==> config.mk <==
export PLATFORM = sky130hd
export DESIGN_NAME = ipv6_extension_header_walker_unit_flat
export DESIGN_NICKNAME = d
export VERILOG_FILES = /design/src/rtl/ipv6ew_pkg.sv /design/src/rtl/ipv6ew_byte_if.sv /design/src/rtl/ipv6ew_verdict_if.sv /design/src/rtl/ipv6ew_core.sv /design/src/rtl/ipv6_extension_header_walker_unit.sv /design/src/flat_wrapper.sv
export SDC_FILE = /design/constraint.sdc
export NUM_CORES = 1
export LEC_CHECK = 0
export BUFFER_PORTS_ARGS = -buffer_cell sky130_fd_sc_hd__buf_2
export CAP_MARGIN = 20
export CORE_MARGIN = 2
export CORE_UTILIZATION = 35
export DETAILED_ROUTE_END_ITERATION = 16
export PLACE_DENSITY = 0.47
export SLEW_MARGIN = 0
export SYNTH_ARGS = -nofsm -noshare
export SYNTH_HDL_FRONTEND = slang
export SYNTH_SLANG_ARGS = --single-unit
==> constraint.sdc <==
create_clock -name clk_i -period 14.6 [get_ports clk_i]
set_input_delay 0.73 -clock clk_i [delete_from_list [all_inputs] [get_ports clk_i]]
set_output_delay 0.73 -clock clk_i [all_outputs]
set_load 0.02 [all_outputs]
==> src/rtl/ipv6ew_pkg.sv <==
// ipv6ew_pkg: shared types, constants and helpers for the ipv6 extension header walker
// no dependencies; used by the parser core, the top level and the bench

package ipv6ew_pkg;

  // parser phases
  typedef enum logic [2:0] {
    PH_FIXED   = 3'd0,
    PH_EXT_NH  = 3'd1,
    PH_EXT_LEN = 3'd2,
    PH_DONE    = 3'd3,
    PH_DROP    = 3'd4
  } parse_phase_e;

  // verdict codes
  typedef enum logic [3:0] {
    V_ACCEPT    = 4'd0,
    V_IGNORED   = 4'd1,
    V_TRUNCATED = 4'd2,
    V_FRAGMENT  = 4'd3,
    V_EXT_LONG  = 4'd4,
    V_BEYOND    = 4'd5,
    V_EMPTY     = 4'd6,
    V_OVER_SNAP = 4'd7,
    V_NOT_UDP   = 4'd8
  } verdict_e;

  // next-header protocol numbers
  localparam logic [7:0] NH_HOP_BY_HOP = 8'd0;
  localparam logic [7:0] NH_UDP        = 8'd17;
  localparam logic [7:0] NH_ROUTING    = 8'd43;
  localparam logic [7:0] NH_FRAGMENT   = 8'd44;
  localparam logic [7:0] NH_ESP        = 8'd50;
  localparam logic [7:0] NH_AH         = 8'd51;
  localparam logic [7:0] NH_DEST_OPTS  = 8'd60;

  // fixed header layout
  localparam logic [15:0] IDX_PLEN_HI   = 16'd4;
  localparam logic [15:0] IDX_PLEN_LO   = 16'd5;
  localparam logic [15:0] IDX_NEXT_HDR  = 16'd6;
  localparam logic [15:0] IDX_FIXED_END = 16'd39;
  localparam logic [15:0] FIXED_HDR_LEN = 16'd40;
  localparam logic [15:0] POS_MAX       = 16'hFFFF;

  localparam logic [15:0] SNAP_RESET = 16'd1460;

  // one verdict with its fields
  typedef struct packed {
    verdict_e    verdict;
    logic [15:0] payload_offset;
    logic [15:0] payload_length;
    logic [7:0]  final_next_header;
  } result_t;

  // true for the extension headers that the walker recognises; a fragment header ends the walk with a drop
  function automatic logic is_ext(input logic [7:0] nh);
    return (nh == NH_HOP_BY_HOP) || (nh == NH_ROUTING) || (nh == NH_FRAGMENT) ||
           (nh == NH_ESP) || (nh == NH_AH) || (nh == NH_DEST_OPTS);
  endfunction

endpackage

==> src/rtl/ipv6ew_byte_if.sv <==
// ipv6ew_byte_if: valid/ready channel carrying packet bytes into the walker
// no dependencies

interface ipv6ew_byte_if;
  logic       valid;
  logic       ready;
  logic [7:0] data_byte;
  logic       last_byte;
  logic       source_ignored;

  modport source (output valid, output data_byte, output last_byte, output source_ignored,
                  input ready);
  modport sink (input valid, input data_byte, input last_byte, input source_ignored,
                output ready);
endinterface

==> src/rtl/ipv6ew_verdict_if.sv <==
// ipv6ew_verdict_if: valid/ready channel carrying one verdict per packet
// no dependencies

interface ipv6ew_verdict_if;
  logic        valid;
  logic        ready;
  logic [3:0]  verdict;
  logic [15:0] payload_offset;
  logic [15:0] payload_length;
  logic [7:0]  final_next_header;

  modport source (output valid, output verdict, output payload_offset,
                  output payload_length, output final_next_header, input ready);
  modport sink (input valid, input verdict, input payload_offset,
                input payload_length, input final_next_header, output ready);
endinterface

==> src/rtl/ipv6ew_core.sv <==
// ipv6ew_core: per-packet parse state, one byte step and the verdict of the last byte
// depends on ipv6ew_pkg

module ipv6ew_core (
  input  logic                clk_i,
  input  logic                rst_ni,
  input  logic                step_i,
  input  logic [7:0]          data_byte_i,
  input  logic                last_byte_i,
  input  logic                source_ignored_i,
  input  logic [15:0]         snap_limit_i,
  output ipv6ew_pkg::result_t result_o
);

  logic [15:0]              pos_q, pos_d;
  logic [7:0]               cur_nh_q, cur_nh_d;
  logic [15:0]              remain_q, remain_d;
  logic [15:0]              hdr_start_q, hdr_start_d;
  logic [7:0]               pending_q, pending_d;
  ipv6ew_pkg::parse_phase_e phase_q, phase_d;
  ipv6ew_pkg::verdict_e     drop_q, drop_d;

  logic [11:0] hdr_len;
  logic [16:0] next_start;
  logic        take;
  ipv6ew_pkg::verdict_e verdict;

  // extension header size 8*(len+1) and where the following header starts
  assign hdr_len    = {1'b0, data_byte_i, 3'b000} + 12'd8;
  assign next_start = {1'b0, hdr_start_q} + {5'b0, hdr_len};
  assign take       = (pos_q != ipv6ew_pkg::POS_MAX);

  // next state for one byte
  always_comb begin
    pos_d       = pos_q;
    cur_nh_d    = cur_nh_q;
    remain_d    = remain_q;
    hdr_start_d = hdr_start_q;
    pending_d   = pending_q;
    phase_d     = phase_q;
    drop_d      = drop_q;
    if (take) begin
      pos_d = pos_q + 16'd1;
      case (phase_q)
        ipv6ew_pkg::PH_FIXED: begin
          if (pos_q == ipv6ew_pkg::IDX_PLEN_HI) begin
            remain_d = {data_byte_i, remain_q[7:0]};
          end else if (pos_q == ipv6ew_pkg::IDX_PLEN_LO) begin
            remain_d = {remain_q[15:8], data_byte_i};
          end else if (pos_q == ipv6ew_pkg::IDX_NEXT_HDR) begin
            cur_nh_d = data_byte_i;
          end else if (pos_q == ipv6ew_pkg::IDX_FIXED_END) begin
            phase_d = ipv6ew_pkg::is_ext(cur_nh_q) ? ipv6ew_pkg::PH_EXT_NH
                                                   : ipv6ew_pkg::PH_DONE;
          end
        end
        ipv6ew_pkg::PH_EXT_NH: begin
          if (pos_q == hdr_start_q) begin
            pending_d = data_byte_i;
            phase_d   = ipv6ew_pkg::PH_EXT_LEN;
          end
        end
        ipv6ew_pkg::PH_EXT_LEN: begin
          if (cur_nh_q == ipv6ew_pkg::NH_FRAGMENT) begin
            drop_d  = ipv6ew_pkg::V_FRAGMENT;
            phase_d = ipv6ew_pkg::PH_DROP;
          end else if ({4'b0, hdr_len} > remain_q) begin
            drop_d  = ipv6ew_pkg::V_EXT_LONG;
            phase_d = ipv6ew_pkg::PH_DROP;
          end else begin
            remain_d = remain_q - {4'b0, hdr_len};
            cur_nh_d = pending_q;
            if (next_start[16]) begin
              // header runs past the last representable offset
              drop_d  = ipv6ew_pkg::is_ext(pending_q) ? ipv6ew_pkg::V_TRUNCATED
                                                      : ipv6ew_pkg::V_BEYOND;
              phase_d = ipv6ew_pkg::PH_DROP;
            end else begin
              hdr_start_d = next_start[15:0];
              phase_d     = ipv6ew_pkg::is_ext(pending_q) ? ipv6ew_pkg::PH_EXT_NH
                                                          : ipv6ew_pkg::PH_DONE;
            end
          end
        end
        default: begin
          phase_d = phase_q;
        end
      endcase
    end
  end

  // verdict on the state after this byte
  always_comb begin
    if (pos_d < ipv6ew_pkg::FIXED_HDR_LEN) begin
      verdict = ipv6ew_pkg::V_TRUNCATED;
    end else if (source_ignored_i) begin
      verdict = ipv6ew_pkg::V_IGNORED;
    end else if (phase_d == ipv6ew_pkg::PH_DROP) begin
      verdict = drop_d;
    end else if (phase_d != ipv6ew_pkg::PH_DONE) begin
      verdict = ipv6ew_pkg::V_TRUNCATED;
    end else if (({1'b0, hdr_start_d} + {1'b0, remain_d}) > {1'b0, pos_d}) begin
      verdict = ipv6ew_pkg::V_BEYOND;
    end else if (remain_d == 16'd0) begin
      verdict = ipv6ew_pkg::V_EMPTY;
    end else if (remain_d > snap_limit_i) begin
      verdict = ipv6ew_pkg::V_OVER_SNAP;
    end else if (cur_nh_d != ipv6ew_pkg::NH_UDP) begin
      verdict = ipv6ew_pkg::V_NOT_UDP;
    end else begin
      verdict = ipv6ew_pkg::V_ACCEPT;
    end
  end

  // result fields, cleared for the early drop reasons
  always_comb begin
    result_o.verdict = verdict;
    if (verdict == ipv6ew_pkg::V_IGNORED || verdict == ipv6ew_pkg::V_TRUNCATED ||
        verdict == ipv6ew_pkg::V_FRAGMENT || verdict == ipv6ew_pkg::V_EXT_LONG) begin
      result_o.payload_offset    = 16'd0;
      result_o.payload_length    = 16'd0;
      result_o.final_next_header = 8'd0;
    end else begin
      result_o.payload_offset    = hdr_start_d;
      result_o.payload_length    = remain_d;
      result_o.final_next_header = cur_nh_d;
    end
  end

  // state registers, back to the packet start after the last byte
  always_ff @(posedge clk_i or negedge rst_ni) begin
    if (!rst_ni) begin
      pos_q       <= 16'd0;
      cur_nh_q    <= 8'd0;
      remain_q    <= 16'd0;
      hdr_start_q <= ipv6ew_pkg::FIXED_HDR_LEN;
      pending_q   <= 8'd0;
      phase_q     <= ipv6ew_pkg::PH_FIXED;
      drop_q      <= ipv6ew_pkg::V_ACCEPT;
    end else if (step_i) begin
      if (last_byte_i) begin
        pos_q       <= 16'd0;
        cur_nh_q    <= 8'd0;
        remain_q    <= 16'd0;
        hdr_start_q <= ipv6ew_pkg::FIXED_HDR_LEN;
        pending_q   <= 8'd0;
        phase_q     <= ipv6ew_pkg::PH_FIXED;
        drop_q      <= ipv6ew_pkg::V_ACCEPT;
      end else begin
        pos_q       <= pos_d;
        cur_nh_q    <= cur_nh_d;
        remain_q    <= remain_d;
        hdr_start_q <= hdr_start_d;
        pending_q   <= pending_d;
        phase_q     <= phase_d;
        drop_q      <= drop_d;
      end
    end
  end

endmodule

==> src/rtl/ipv6_extension_header_walker_unit.sv <==
// ipv6_extension_header_walker_unit: top level of the ipv6 extension header walker
// depends on ipv6ew_pkg, ipv6ew_byte_if, ipv6ew_verdict_if and ipv6ew_core
//
// usage:
//   byte_in carries a captured ipv6 packet one byte per request, in order,
//   last_byte set on its final byte; source_ignored is sampled with that byte.
//   verdict_out carries one request per packet: the verdict code, the payload
//   offset and length after the extension chain and the final next header.
//   cfg_we_i / cfg_wdata_i write the snap limit; write it only while idle.
// pipeline and throughput:
//   a byte is taken into an input register and parsed from there; the
//   verdict of a last byte is then loaded into the output register. one
//   byte per cycle is sustained while no last byte waits on a stalled verdict;
//   a single parse step lies between the input and output registers.
// reset:
//   clears both pipeline registers and the parse state; snap limit is 1460.
// stall:
//   while a verdict waits in the output register, plain bytes keep flowing;
//   only the next last byte holds in the input register until it is taken.

module ipv6_extension_header_walker_unit (
  input  logic                    clk_i,
  input  logic                    rst_ni,
  ipv6ew_byte_if.sink             byte_in,
  ipv6ew_verdict_if.source        verdict_out,
  input  logic                    cfg_we_i,
  input  logic [15:0]             cfg_wdata_i
);

  logic [15:0]         snap_q;
  logic                s1_valid_q;
  logic [7:0]          s1_byte_q;
  logic                s1_last_q;
  logic                s1_ign_q;
  logic                advance;
  logic                out_valid_q;
  ipv6ew_pkg::result_t out_q;
  ipv6ew_pkg::result_t core_res;

  // snap limit register
  always_ff @(posedge clk_i or negedge rst_ni) begin
    if (!rst_ni) begin
      snap_q <= ipv6ew_pkg::SNAP_RESET;
    end else if (cfg_we_i) begin
      snap_q <= cfg_wdata_i;
    end
  end

  // input stage moves on unless a verdict would overrun a stalled output
  assign advance      = s1_valid_q && (!s1_last_q || !out_valid_q || verdict_out.ready);
  assign byte_in.ready = !s1_valid_q || advance;

  always_ff @(posedge clk_i or negedge rst_ni) begin
    if (!rst_ni) begin
      s1_valid_q <= 1'b0;
    end else if (byte_in.ready) begin
      s1_valid_q <= byte_in.valid;
    end
  end

  always_ff @(posedge clk_i) begin
    if (byte_in.valid && byte_in.ready) begin
      s1_byte_q <= byte_in.data_byte;
      s1_last_q <= byte_in.last_byte;
      s1_ign_q  <= byte_in.source_ignored;
    end
  end

  // parse step
  ipv6ew_core u_core (
    .clk_i            (clk_i),
    .rst_ni           (rst_ni),
    .step_i           (advance),
    .data_byte_i      (s1_byte_q),
    .last_byte_i      (s1_last_q),
    .source_ignored_i (s1_ign_q),
    .snap_limit_i     (snap_q),
    .result_o         (core_res)
  );

  // output register
  always_ff @(posedge clk_i or negedge rst_ni) begin
    if (!rst_ni) begin
      out_valid_q <= 1'b0;
    end else if (advance && s1_last_q) begin
      out_valid_q <= 1'b1;
    end else if (verdict_out.ready) begin
      out_valid_q <= 1'b0;
    end
  end

  always_ff @(posedge clk_i) begin
    if (advance && s1_last_q) begin
      out_q <= core_res;
    end
  end

  assign verdict_out.valid             = out_valid_q;
  assign verdict_out.verdict           = out_q.verdict;
  assign verdict_out.payload_offset    = out_q.payload_offset;
  assign verdict_out.payload_length    = out_q.payload_length;
  assign verdict_out.final_next_header = out_q.final_next_header;

`ifndef SYNTHESIS
  // a last byte facing a stalled verdict is kept, not lost
  assert property (@(posedge clk_i) disable iff (!rst_ni)
    s1_valid_q && s1_last_q && out_valid_q && !verdict_out.ready |=>
      s1_valid_q && s1_last_q && out_valid_q)
    else $error("last byte lost under output stall");

  // verdict codes stay within the defined set
  assert property (@(posedge clk_i) disable iff (!rst_ni)
    out_valid_q |-> out_q.verdict <= ipv6ew_pkg::V_NOT_UDP)
    else $error("undefined verdict code");

  // early drop reasons carry cleared fields
  assert property (@(posedge clk_i) disable iff (!rst_ni)
    out_valid_q && (out_q.verdict == ipv6ew_pkg::V_IGNORED ||
                    out_q.verdict == ipv6ew_pkg::V_TRUNCATED ||
                    out_q.verdict == ipv6ew_pkg::V_FRAGMENT ||
                    out_q.verdict == ipv6ew_pkg::V_EXT_LONG) |->
      out_q.payload_offset == 16'd0 && out_q.payload_length == 16'd0 &&
      out_q.final_next_header == 8'd0)
    else $error("drop verdict with nonzero fields");

  // a new verdict is loaded only when the previous one has left or leaves now
  assert property (@(posedge clk_i) disable iff (!rst_ni)
    advance && s1_last_q |-> !out_valid_q || verdict_out.ready)
    else $error("verdict overwritten");
`endif

endmodule

==> src/flat_wrapper.sv <==
// flat-port wrapper written by rule: the top's interface ports become plain ports
module ipv6_extension_header_walker_unit_flat 
  (clk_i, rst_ni, cfg_we_i, cfg_wdata_i, byte_in_valid, byte_in_data_byte, byte_in_last_byte, byte_in_source_ignored, byte_in_ready, verdict_out_valid, verdict_out_verdict, verdict_out_payload_offset, verdict_out_payload_length, verdict_out_final_next_header, verdict_out_ready);
  ipv6ew_byte_if byte_in_i ();
  ipv6ew_verdict_if verdict_out_i ();
  input  logic clk_i;
  input  logic rst_ni;
  input  logic cfg_we_i;
  input  logic [15:0] cfg_wdata_i;
  input wire logic [$bits(byte_in_i.valid)-1:0] byte_in_valid;
  input wire logic [$bits(byte_in_i.data_byte)-1:0] byte_in_data_byte;
  input wire logic [$bits(byte_in_i.last_byte)-1:0] byte_in_last_byte;
  input wire logic [$bits(byte_in_i.source_ignored)-1:0] byte_in_source_ignored;
  output wire logic [$bits(byte_in_i.ready)-1:0] byte_in_ready;
  output wire logic [$bits(verdict_out_i.valid)-1:0] verdict_out_valid;
  output wire logic [$bits(verdict_out_i.verdict)-1:0] verdict_out_verdict;
  output wire logic [$bits(verdict_out_i.payload_offset)-1:0] verdict_out_payload_offset;
  output wire logic [$bits(verdict_out_i.payload_length)-1:0] verdict_out_payload_length;
  output wire logic [$bits(verdict_out_i.final_next_header)-1:0] verdict_out_final_next_header;
  input wire logic [$bits(verdict_out_i.ready)-1:0] verdict_out_ready;
  assign byte_in_i.valid = byte_in_valid;
  assign byte_in_i.data_byte = byte_in_data_byte;
  assign byte_in_i.last_byte = byte_in_last_byte;
  assign byte_in_i.source_ignored = byte_in_source_ignored;
  assign byte_in_ready = byte_in_i.ready;
  assign verdict_out_valid = verdict_out_i.valid;
  assign verdict_out_verdict = verdict_out_i.verdict;
  assign verdict_out_payload_offset = verdict_out_i.payload_offset;
  assign verdict_out_payload_length = verdict_out_i.payload_length;
  assign verdict_out_final_next_header = verdict_out_i.final_next_header;
  assign verdict_out_i.ready = verdict_out_ready;
  ipv6_extension_header_walker_unit u_core (.clk_i(clk_i), .rst_ni(rst_ni), .byte_in(byte_in_i), .verdict_out(verdict_out_i), .cfg_we_i(cfg_we_i), .cfg_wdata_i(cfg_wdata_i));
endmodule
# [Yosys cells after proc, flatten, opt, wreduce, memory -nomap -nowiden]
# Index checks and enable logic that the tools add are counted.
# Widths: inputs -> output; s select.
[word_totals] reg_bits=143 latch_bits=0 ram_bits=0 mem_bits_ro=0 inputBits=31 out_inout_bits=46 wordCells=139 memories=0
[op_classes] add_sub_neg=5 multipliers=0 div=0 magnitude_cmp=4 eq_ne=25 shifts=0 n_mux=57 bitwise_logic=0 n_reduce_logical=31
[op_table] operator="$mux 16" n=13
[op_table] operator="$mux 8" n=12
[op_table] operator="$eq 8x6->1 const B" n=10
[op_table] operator="$mux 4" n=14
[op_table] operator="$eq 16x3->1 const B" n=3
[op_table] operator="$mux 3" n=11
[op_table] operator="$pmux 16 s2" n=1
[op_table] operator="$add 16x12->17" n=1
[op_table] operator="$add 16x16->17" n=1
[op_table] operator="$gt 17x16->1" n=1
[op_table] operator="$add 16x1->16 const B" n=1
[op_table] operator="$eq 16x16->1" n=1
[op_table] operator="$eq 16x6->1 const B" n=1
[op_table] operator="$gt 12x16->1" n=1
[op_table] operator="$gt 16x16->1" n=1
[op_table] operator="$logic_not 16->1" n=1
[op_table] operator="$logic_not 8->1" n=2
[op_table] operator="$logic_or 1x1->1" n=16
[op_table] operator="$lt 16x6->1 const B" n=1
[op_table] operator="$ne 16x16->1 const B" n=1
[op_table] operator="$pmux 8 s2" n=1
[op_table] operator="$sub 16x12->16" n=1
[op_table] operator="$add 11x4->12 const B" n=1
[op_table] operator="$pmux 3 s3" n=1
[op_table] operator="other kinds (15)" n=25

# [Logic depth before layout (Yosys ltp)]
# Gate-level depths: netlist of the first run.
[depth] depth_word=22 mapped_depth=41 mapped_depth_nobuf=38

# [Hierarchy]
# A second synthesis of the first run with hierarchy kept.
[unflattened] cells_unflattened=1080 area_unflattened_um2=9974.6
[by_module_without_submodules] module="ipv6ew_core" n_inst=1 cells_per_inst=982 area_each_um2=7597.3 seq_area_each_um2=1704.1
[by_module_without_submodules] module="ipv6_extension_header_walker_unit" n_inst=1 cells_per_inst=98 area_each_um2=2377.3 seq_area_each_um2=2079.5

# [Worst setup path before layout of the first run]
# No wires, ideal clock.
[synth_path] path_kind="flip-flop to flip-flop" start="register u_core.s1_byte_q[1]" end="register u_core.out_q (netlist bit u_core.verdict_out.payload_length[11]), data pin" setup_time_ns=0.275 arrival_ns=6.999 required_ns=14.325 setup_slack_ns=7.326 path_stages_with_launch=39 n_path_buf=2 period_less_slack_ns=7.274 path_cell_list="edfxtp_1 -> ha_1 -> nand3_1 -> nor2_1 -> xor2_1 -> ha_1 -> a21oi_1 -> nor2b_1 -> o31a_1 -> o311ai_1 -> and3_1 -> buf_1 -> mux2i_1 -> inv_1 -> ha_1 -> a21oi_1 -> nor2b_1 -> o21a_1 -> [3 not listed] -> o21ai_0 -> nand2b_1 -> a21oi_1 -> o21ba_2 -> o21ai_0 -> xor2_1 -> ha_1 -> nand3_1 -> nor2_1 -> nand2_1 -> o21ai_0 -> a31oi_1 -> a311oi_1 -> nand2_1 -> o21a_1 -> xor2_4 -> buf_6 -> a21oi_1"
[synth_rtl] element="start: declaration" line_no="ipv6_extension_header_walker_unit.sv:32" rtl="logic [7:0] s1_byte_q;"
[synth_rtl] element="start signal: assignment" line_no="ipv6_extension_header_walker_unit.sv:63" rtl="s1_byte_q <= byte_in.data_byte;"
[synth_rtl] element="end signal: assignment" line_no="ipv6_extension_header_walker_unit.sv:94" rtl="out_q <= core_res;"
[synth_rtl] element="end: declaration" line_no="ipv6_extension_header_walker_unit.sv:37" rtl="ipv6ew_pkg::result_t out_q;"

==> results.txt, run 1 <==
Synth Instances -> 1087
Via Count -> 8406
Clk pin slew, worst setup/hold paths -> 0.07 ns
clk_lat worst skew -> 0.45 ns
first-pass GRT wire length -> 50500 um
CTS tree -> yes
detailed placer's ending HPWL -> 24400 um
hold buffers post-CTS -> 0
mean post-synth cell area -> 8.90 um^2
Die Ht -> 170 um
Max Cap Viol -> 0
type of the most critical hold path -> in2async
Synth Flop Type -> dfrtp_1
initial antenna violation count -> 0
Vias/cell -> 5.62
register area share after synthesis -> 38.2%
total negative slack -> 0 ns
Top Ports -> 77
Synth cell types -> 80
fin nets -> 1243
Area Growth Syn to Fin -> 12.5%
Tmin final -> 9.06 ns
number of global-route vias before repair -> 8247
Resized Gates After CTS -> 0
adder-cell share of the synthesized area -> 9.33%
Ys Warns -> 0
GRT Util Overall -> 23.4%
fill cell count -> 2730
Buffers on Ports -> 73
# rows -> 60
Compound-Gate Fraction of Synth Area -> 21.4%
grt met3 use -> 4.28%
Synth area leader -> dfrtp_1
required time worst endpoint -> 14.76 ns
post-route clock period utilization -> 62.0%
main combinational cell family by area after synthesis -> compound AO/OA/AOI/OAI gates
Core Area -> 27000 um^2
#FFs+latches synth -> 137
leak pwr -> 4.84 nW
clock tree buffer depth -> 2
Setup-failing EPs final -> 0
Worst-Margin Slew -> 0.929 ns
placed cells -> 1462
number of diodes -> 0
post-synthesis xor/xnor area fraction -> 5.26%
clk root buf -> clkbuf_16
CP max-delay cell -> and3_1
Num CTS Buffers -> 17
CP Launch Type -> flip-flop
maximum clock rate -> 110 MHz
# DRC -> 0
Critical Path AT -> 9.22 ns
detailed router's first-iteration violation count -> 744
asr flop ratio synth -> 62.8%
GPL Wtd Cong -> 0.888
H-tree level count -> 4
most common cell in the netlist -> nand2_1
Final Max Slew Viols -> 0
Final Core Density -> 40.3%
r2r startpoint -> u_core.s1_byte_q[0]$_DFFE_PP_
FF-to-FF path depth -> 35
pwr/cell area -> 154 nW/um^2
mux cell area share after synthesis -> 2.22%
status -> complete, no violations
final wirelength -> 32500 um
ratio of cells with drive above 1 in the final layout -> 13.1%
M2 GR Usage -> 37.6%
ANT nets after route -> 0
total grt overflow -> 0
reg-to-reg slack, setup -> 5.54 ns
Most Crowded Layer GR -> met2
top area cells in the synthesized netlist -> dfrtp_1 20%, edfxtp_1 16%, ha_1 8.9%, a21oi_1 5.0%, o21ai_0 5.0%
peak supply drop -> 75.9 uV
Die W -> 170 um
total die area -> 29000 um^2
Post-CTS Setup Inserts -> 0
R2R Path End -> u_core.verdict_out.payload_length[12]$_SDFFCE_PP0P_
clock skew -> 0.0128 ns
final-report hold violation count -> 0
critical path fanouts, max -> 24
simple logic cell fraction of the synthesized area -> 18.2%
Mapped Area -> 9680 um^2
Post-synth EDFFs -> 51
Post-synth top cells -> 114 x nand2_1, 96 x a21oi_1, 96 x o21ai_0
RSZ-0062 raised after global routing -> no
share of the synthesized area in the top cell type -> 20.2%
met1 GRT Util -> 32.6%
Wirelength per Cell -> 21.8 um
Worst setup EP type -> flip-flop
worst setup path endpoint -> u_core.verdict_out.payload_length[12]$_SDFFCE_PP0P_
pin count of the biggest net entering global routing -> 56
Worst Setup Path Type -> reg2reg
CP startpoint -> u_core.s1_byte_q[0]$_DFFE_PP_
slew margin rel. -> 37.9%
CTS Sinks -> 137
Starting Density -> 35.8%
post-route insts no fill -> 1495
DR pass1 iterations -> 5
CP peak stage delay -> 0.65 ns
==> how the worst min path moves through the flow <==
stage,startpoint,to,depth (start not counted)
global placement,u_core.u_core.drop_q[1]$_DFFE_PN0P_,u_core.u_core.drop_q[1]$_DFFE_PN0P_,2
finish,rst_ni,u_core.u_core.remain_q[8]$_DFFE_PN0P_,1
CTS,rst_ni,u_core.u_core.cur_nh_q[1]$_DFFE_PN0P_,1
global route,rst_ni,u_core.u_core.cur_nh_q[1]$_DFFE_PN0P_,1
detailed placement,u_core.u_core.drop_q[1]$_DFFE_PN0P_,u_core.u_core.drop_q[1]$_DFFE_PN0P_,2
floorplan,rst_ni,u_core.s1_valid_q$_DFFE_PN0N_,0
==> layer usage <==
metal  wire [um]  share of wire [%]
met4         432                1.3
met2       15100                 46
met5           0                  0
met1       15300                 47
met3        1700                5.2
==> kinds of logic (layout without fill, tap and decap cells) <==
logic type | count (synthesis) | after routing
compound gates | 332 | 332
fa+ha+maj | 71 | 71
simple gates | 345 | 345
buf+inv | 124 | 188
mux | 21 | 21
flops | 137 | 137
other cells | 1 | 4
xor+xnor | 56 | 56
==> through the flow <==
stage	worst slack, ns	power [mW]	hold slack [ns]	cell area (um^2)
final	5.54	1.68	0.254	10900
after global routing	4.75	1.80	0.272	10900
after CTS	5.31	1.68	0.265	10900
after detailed placement	5.35	1.27	0.485	10400
after global placement	5.17	1.27	0.480	10300
after floorplan	7.33	1.00	0.434	9690
==> state kept, by name, summed over array words and instances (netlist names), 3 cells and up <==
register,cells
u_core.verdict_out.payload_offset,13
u_core.u_core.hdr_start_q,13
u_core.snap_q,16
u_core.u_core.phase_q,3
u_core.u_core.pos_q,16
u_core.verdict_out.verdict,4
u_core.u_core.remain_q,16
u_core.s1_byte_q,8
u_core.u_core.cur_nh_q,8
u_core.u_core.drop_q,4
u_core.verdict_out.final_next_header,8
u_core.verdict_out.payload_length,16
u_core.u_core.pending_q,8
==> cell usage in the layout (no fill, tap or decap), types with 5 or more instances in the layout <==
| master | instances |
|---|---|
| nand2_1 | 113 |
| a21oi_1 | 96 |
| o21ai_0 | 96 |
| dfrtp_1 | 78 |
| buf_2 | 72 |
| ha_1 | 69 |
| inv_1 | 68 |
| nor2_1 | 66 |
| edfxtp_1 | 51 |
| xor2_1 | 32 |
| nand3_1 | 31 |
| nor3_1 | 25 |
| xnor2_1 | 23 |
| mux2i_1 | 17 |
| a22o_1 | 17 |
| clkbuf_16 | 17 |
| o21a_1 | 16 |
| nor2b_1 | 14 |
| nand4_1 | 14 |
| buf_4 | 14 |
| a21o_1 | 12 |
| nor4_1 | 12 |
| a21boi_0 | 10 |
| nand2b_1 | 10 |
| o31ai_1 | 10 |
| and3_1 | 9 |
| a211oi_1 | 9 |
| a22oi_1 | 9 |
| and2_1 | 8 |
| a221oi_1 | 8 |
| dfstp_2 | 8 |
| o211ai_1 | 7 |
| or4_1 | 6 |
| a31oi_1 | 6 |
| and4_1 | 6 |
| clkinv_2 | 6 |
| clkinvlp_4 | 5 |
==> worst max-delay path: cells and delay by family, from the launching register on <==
| family | cells | cell delay (ns) |
|---|---|---|
| compound gates | 14 | 3.10 |
| buf+inv | 3 | 0.43 |
| fa+ha+maj | 4 | 1.25 |
| mux | 1 | 0.43 |
| simple gates | 10 | 2.18 |
| flops | 1 | 0.52 |
| xor+xnor | 3 | 0.81 |
==> final cells by class <==
class	count	area, um^2	share of cell area, %
multi-input combinational	829	5490	50.4
sequential	137	3690	33.9
timing repair buffer	88	498	4.57
tap	341	427	3.92
clock buffer	17	425	3.91
inverter	68	255	2.34
clock inverter	15	103	0.942
==> power by group <==
part	internal (mW)	switching [mW]
sequential	0.431	0.0472
combinational	0.274	0.517
clock	0.216	0.191
total	0.922	0.756
Note: power is estimated with default switching activity, not from simulation.
==> run 2: changes to the inputs <==
clock period = 9.43 ns   (was 14.6 ns; I/O delays follow)
==> run 2 against run 1 <==
  * Clock power up 71%
  * Highest routed layer unchanged
  * Via count up 0.58%
  * Clock-buffer cell count up 1
  * Final cell count up 0.60%
  * Sequential share of layout area down 0.33 points
  * Design area up 0.98%
  * Register-to-register slack worse by 4.8 ns
  * Sequential power up 55%
  * Worst hold slack worse by 0.057 ns
  * Largest cell class unchanged
  * Combinational power up 57%
==> results.txt, run 2 (synthesis results as in run 1) <==
maximum clock rate -> 116 MHz
Final Power -> 2.68 mW
slew margin rel. -> 22.8%
H-tree level count -> 4
RSZ-0062 raised after global routing -> no
Clk pin slew, worst setup/hold paths -> 0.07 ns
clk_lat worst skew -> 0.45 ns
total negative slack -> 0 ns
register area -> 3690 um^2
type of the most critical hold path -> in2reg
most frequent cells in the layout -> 113 x nand2_1, 96 x a21oi_1, 96 x o21ai_0, 78 x dfrtp_1, 72 x buf_2
final-report hold violation count -> 0
Wirelength per Cell -> 21.8 um
GPL Wtd Cong -> 0.932
Post-CTS Setup Inserts -> 0
Core Area -> 27000 um^2
detailed router's first-iteration violation count -> 796
number of global-route vias before repair -> 8146
Die W -> 170 um
ratio of cells with drive above 1 in the final layout -> 13.6%
Final Max Slew Viols -> 0
CP peak stage delay -> 0.61 ns
Num CTS Buffers -> 17
DR pass1 iterations -> 5
Vias/cell -> 5.62
clk root buf -> clkbuf_16
critical path fanouts, max -> 24
# DRC -> 0
Worst setup EP type -> flip-flop
clock tree buffer depth -> 2
Starting Density -> 35.8%
CTS Sinks -> 137
Area Growth Syn to Fin -> 13.6%
Critical Path AT -> 8.81 ns
Setup-failing EPs final -> 0
Die Ht -> 170 um
Largest delay share family, worst path -> compound AO/OA/AOI/OAI gates
clock skew -> 0.0132 ns
CP max-delay cell -> a311oi_1
Worst Setup Path Type -> reg2reg
detailed placer's ending HPWL -> 24500 um
pwr/cell area -> 243 nW/um^2
pin count of the biggest net entering global routing -> 66
CP Launch Type -> flip-flop
post-route clock period utilization -> 91.7%
final wirelength -> 32700 um
Via Count -> 8455
leading cell type in the layout, fill and taps excluded -> nand2_1
Max Cap Viol -> 0
total grt overflow -> 0
fin nets -> 1252
total die area -> 29000 um^2
GRT Util Overall -> 23.2%
Top Ports -> 77
number of diodes -> 0
initial antenna violation count -> 0
peak supply drop -> 133 uV
ANT nets after route -> 0
Buffers on Ports -> 73
first-pass GRT wire length -> 50100 um
CTS tree -> yes
Tmin final -> 8.65 ns
# rows -> 60
Worst-Margin Slew -> 1.15 ns
Buf/Inv on CP -> 4
required time worst endpoint -> 9.60 ns
fill cell count -> 2738
leak pwr -> 4.90 nW
status -> complete, no violations
Final Core Density -> 40.7%
Multi-input gate area -> 5490 um^2
[run 2: cell types whose count changed in the layout (fill, tap and decap cells not counted), sizes merged]
cell / before / now
clkinvlp: 5 / 3
bufinv: 0 / 1
inv: 71 / 77
buf: 87 / 96
dlygate4sd3: 0 / 1
clkinv: 7 / 1
[run 2: power by group]
| part | switching (mW) | total [mW] | internal (mW) |
|---|---|---|---|
| clock | 0.313 | 0.694 | 0.381 |
| sequential | 0.0721 | 0.739 | 0.667 |
| combinational | 0.805 | 1.24 | 0.438 |
[run 2: layout make-up]
type                    instances  share of cell area [%]
well taps                     341                    3.88
flip-flops and latches        137                    33.6
multi-input cells             829                    49.9
clock inverters                14                    1.34
inverters                      68                    2.32
repair buffers                 97                    4.97
clock buffers                  18                    3.99
[run 2: path summary, 6_finish.rpt]
kind / cells after the start / slack (ns) / endpoint / from
setup / recovery: 36 / 0.78 / u_core.verdict_out.payload_length[12]$_SDFFCE_PP0P_ / u_core.s1_byte_q[0]$_DFFE_PP_
hold / removal: 1 / 0.20 / u_core.s1_ign_q$_DFFE_PP_ / byte_in_source_ignored
setup reg to reg: 36 / 0.78 / u_core.verdict_out.payload_length[12]$_SDFFCE_PP0P_ / u_core.s1_byte_q[0]$_DFFE_PP_
hold reg to reg: 2 / 0.50 / u_core.u_core.drop_q[1]$_DFFE_PN0P_ / u_core.u_core.drop_q[1]$_DFFE_PN0P_
max in group asynchronous: 3 / 7.73 / u_core.u_core.pos_q[15]$_DFFE_PN0P_ / rst_ni
min in group asynchronous: 2 / 0.47 / u_core.u_core.remain_q[10]$_DFFE_PN0P_ / rst_ni
[run 2: layer usage]
layer / global-route usage (%) / wire (um) / up-vias
met1: 32.1 / 15200 / 4090
met2: 36.7 / 15200 / 242
met5: 0 / 0 / -
li1: - / - / 4086
met4: 7.13 / 720 / 0
met3: 4.19 / 1620 / 37
[run 2: repair_timing]
action                                 CTS  global route
hold buffers                             1             0
endpoints found under the hold margin   21             0
resized for setup                        0             0
[run 2: metrics by stage]
step / worst slack, ns / std cells / area, um^2 / hold WS [ns]
after floorplan: 2.16 / 1090 / 9690 / 0.176
after global placement: 0.982 / 1470 / 10400 / 0.403
after detailed placement: 0.847 / 1471 / 10400 / 0.403
after CTS: 0.800 / 1504 / 11000 / 0.184
after global routing: 0.0176 / 1504 / 11000 / 0.187
final: 0.784 / 1504 / 11000 / 0.197
==> run 3: changes to the inputs <==
PLACE_DENSITY = 0.49   (was 0.47)
clock period = 7.75 ns   (was 9.43 ns; I/O delays follow)
==> run 3 against run 2 <==
  * Highest routed layer unchanged
  * Maximum frequency is 16% higher
  * Flip-flop and latch count stayed put
  * Utilization is 2.3 points higher
  * Largest power group unchanged
  * Design area is 5.6% higher
  * Clock-buffer cell count is 1 lower
  * Global-route usage hardly changed
  * Worst hold slack worse by 0.081 ns
==> results.txt, run 3 (synthesis results as in run 1) <==
status -> complete, no violations
clk_lat worst skew -> 0.44 ns
Via Count -> 8728
Final Max Slew Viols -> 0
slew margin rel. -> 29.6%
CP max-delay cell -> edfxtp_1
leading cell type in the layout, fill and taps excluded -> nand2_1
pin count of the biggest net entering global routing -> 71
Multi-input gate area -> 5730 um^2
Worst setup EP type -> flip-flop
post-route clock period utilization -> 96.2%
number of global-route vias before repair -> 8361
number of diodes -> 0
Final Power -> 3.37 mW
register area -> 3690 um^2
ratio of cells with drive above 1 in the final layout -> 19.3%
total grt overflow -> 0
DR pass1 iterations -> 8
Die W -> 170 um
leak pwr -> 5.17 nW
initial antenna violation count -> 0
Wirelength per Cell -> 21.7 um
fin worst setup slack -> 0.296 ns
Die Ht -> 170 um
# rows -> 60
fill cell count -> 2664
Worst Setup Path Type -> reg2reg
Clk pin slew, worst setup/hold paths -> 0.07 ns
Vias/cell -> 5.65
clock skew -> 0.0125 ns
Worst-Margin Slew -> 1.05 ns
pre-CTS WS -> -0.103 ns
first-pass GRT wire length -> 50800 um
pwr/cell area -> 290 nW/um^2
final wirelength -> 33500 um
critical path fanouts, max -> 9
Area Growth Syn to Fin -> 20.0%
DP Area -> 10600 um^2
CTS tree -> yes
Tmin final -> 7.45 ns
Critical Path AT -> 7.63 ns
total negative slack -> 0 ns
ANT nets after route -> 0
final instance area -> 11600 um^2
clk root buf -> clkbuf_16
final-report hold violation count -> 0
Starting Density -> 35.8%
Core Area -> 27000 um^2
type of the most critical hold path -> in2reg
Top Ports -> 77
Buffers on Ports -> 73
total die area -> 29000 um^2
maximum clock rate -> 134 MHz
cell mode on critical path -> ha_1
most frequent cells in the layout -> 113 x nand2_1, 95 x o21ai_0, 90 x a21oi_1, 78 x dfrtp_1, 72 x buf_2
CTS Sinks -> 137
peak supply drop -> 187 uV
H-tree level count -> 4
CP Launch Type -> flip-flop
CP peak stage delay -> 0.46 ns
detailed router's first-iteration violation count -> 923
GRT Util Overall -> 23.2%
# DRC -> 0
clock tree buffer depth -> 2
detailed placer's ending HPWL -> 24200 um
GPL Wtd Cong -> 0.924
required time worst endpoint -> 7.93 ns
Num CTS Buffers -> 17
fin nets -> 1292
Max Cap Viol -> 0
Setup-failing EPs final -> 0
-- run 3: power by group --
group	internal [mW]	total, mW	switching [mW]
Combinational	0.639	1.67	1.04
Clock	0.420	0.794	0.373
Sequential	0.812	0.901	0.0889
-- run 3: layout make-up --
type                            instances  area share, %
Inverter                               68           2.20
Timing Repair Buffer                  137           8.22
Multi-Input combinational cell        829           49.3
Sequential cell                       137           31.8
Clock inverter                         15           1.12
Clock buffer                           17           3.66
Tap cell                              341           3.67
-- run 3: stage by stage --
| step | cells | hold slack (ns) | util (%) |
|---|---|---|---|
| final | 1544 | 0.116 | 43.0 |
| after global routing | 1544 | 0.0977 | 43.0 |
| after CTS | 1526 | 0.102 | 41.3 |
| after detailed placement | 1493 | 0.272 | 39.2 |
| after global placement | 1492 | 0.273 | 39.2 |
| after floorplan | 1090 | 0.0919 | - |
-- run 3: routing by layer --
metal / GRT usage, % / vias to the layer above / wire [um]
met5: 0 / - / 0
met4: 6.76 / 0 / 752
met3: 3.74 / 45 / 1430
met2: 36.8 / 250 / 15700
met1: 32.6 / 4265 / 15700
li1: - / 4168 / -
-- run 3: critical path: cells and delay by family (launching register included) --
kind / cells / cell delay [ns]
and+or+nand+nor: 11 / 1.82
buffers and inverters: 7 / 1.00
DFF: 1 / 0.46
AOI/OAI and AO/OA: 12 / 2.28
muxes: 1 / 0.25
xor gates and xnor gates: 3 / 0.46
adders and majority gates: 3 / 0.88
-- run 3: final timing paths --
check | from | endpoint | slack [ns] | depth (start not counted)
setup / recovery | u_core.s1_byte_q[1]$_DFFE_PP_ | u_core.verdict_out.final_next_header[0]$_SDFFCE_PP0P_ | 0.30 | 37
hold / removal | byte_in_last_byte | u_core.s1_last_q$_DFFE_PP_ | 0.12 | 1
setup reg to reg | u_core.s1_byte_q[1]$_DFFE_PP_ | u_core.verdict_out.final_next_header[0]$_SDFFCE_PP0P_ | 0.30 | 37
hold reg to reg | u_core.u_core.drop_q[1]$_DFFE_PN0P_ | u_core.u_core.drop_q[1]$_DFFE_PN0P_ | 0.49 | 2
max in group asynchronous | rst_ni | u_core.u_core.cur_nh_q[0]$_DFFE_PN0P_ | 6.45 | 4
min in group asynchronous | rst_ni | u_core.snap_q[1]$_DFFE_PN0P_ | 0.34 | 2
-- run 3: timing repair --
action                                  in CTS  in global routing
hold buffers                                 1                  0
resized for setup                            1                 44
gates cloned                                 0                  3
endpoints found under the hold margin       10                  0
endpoints found under the setup margin      37                 38
setup buffers                                0                 14
pin swaps                                    0                 12
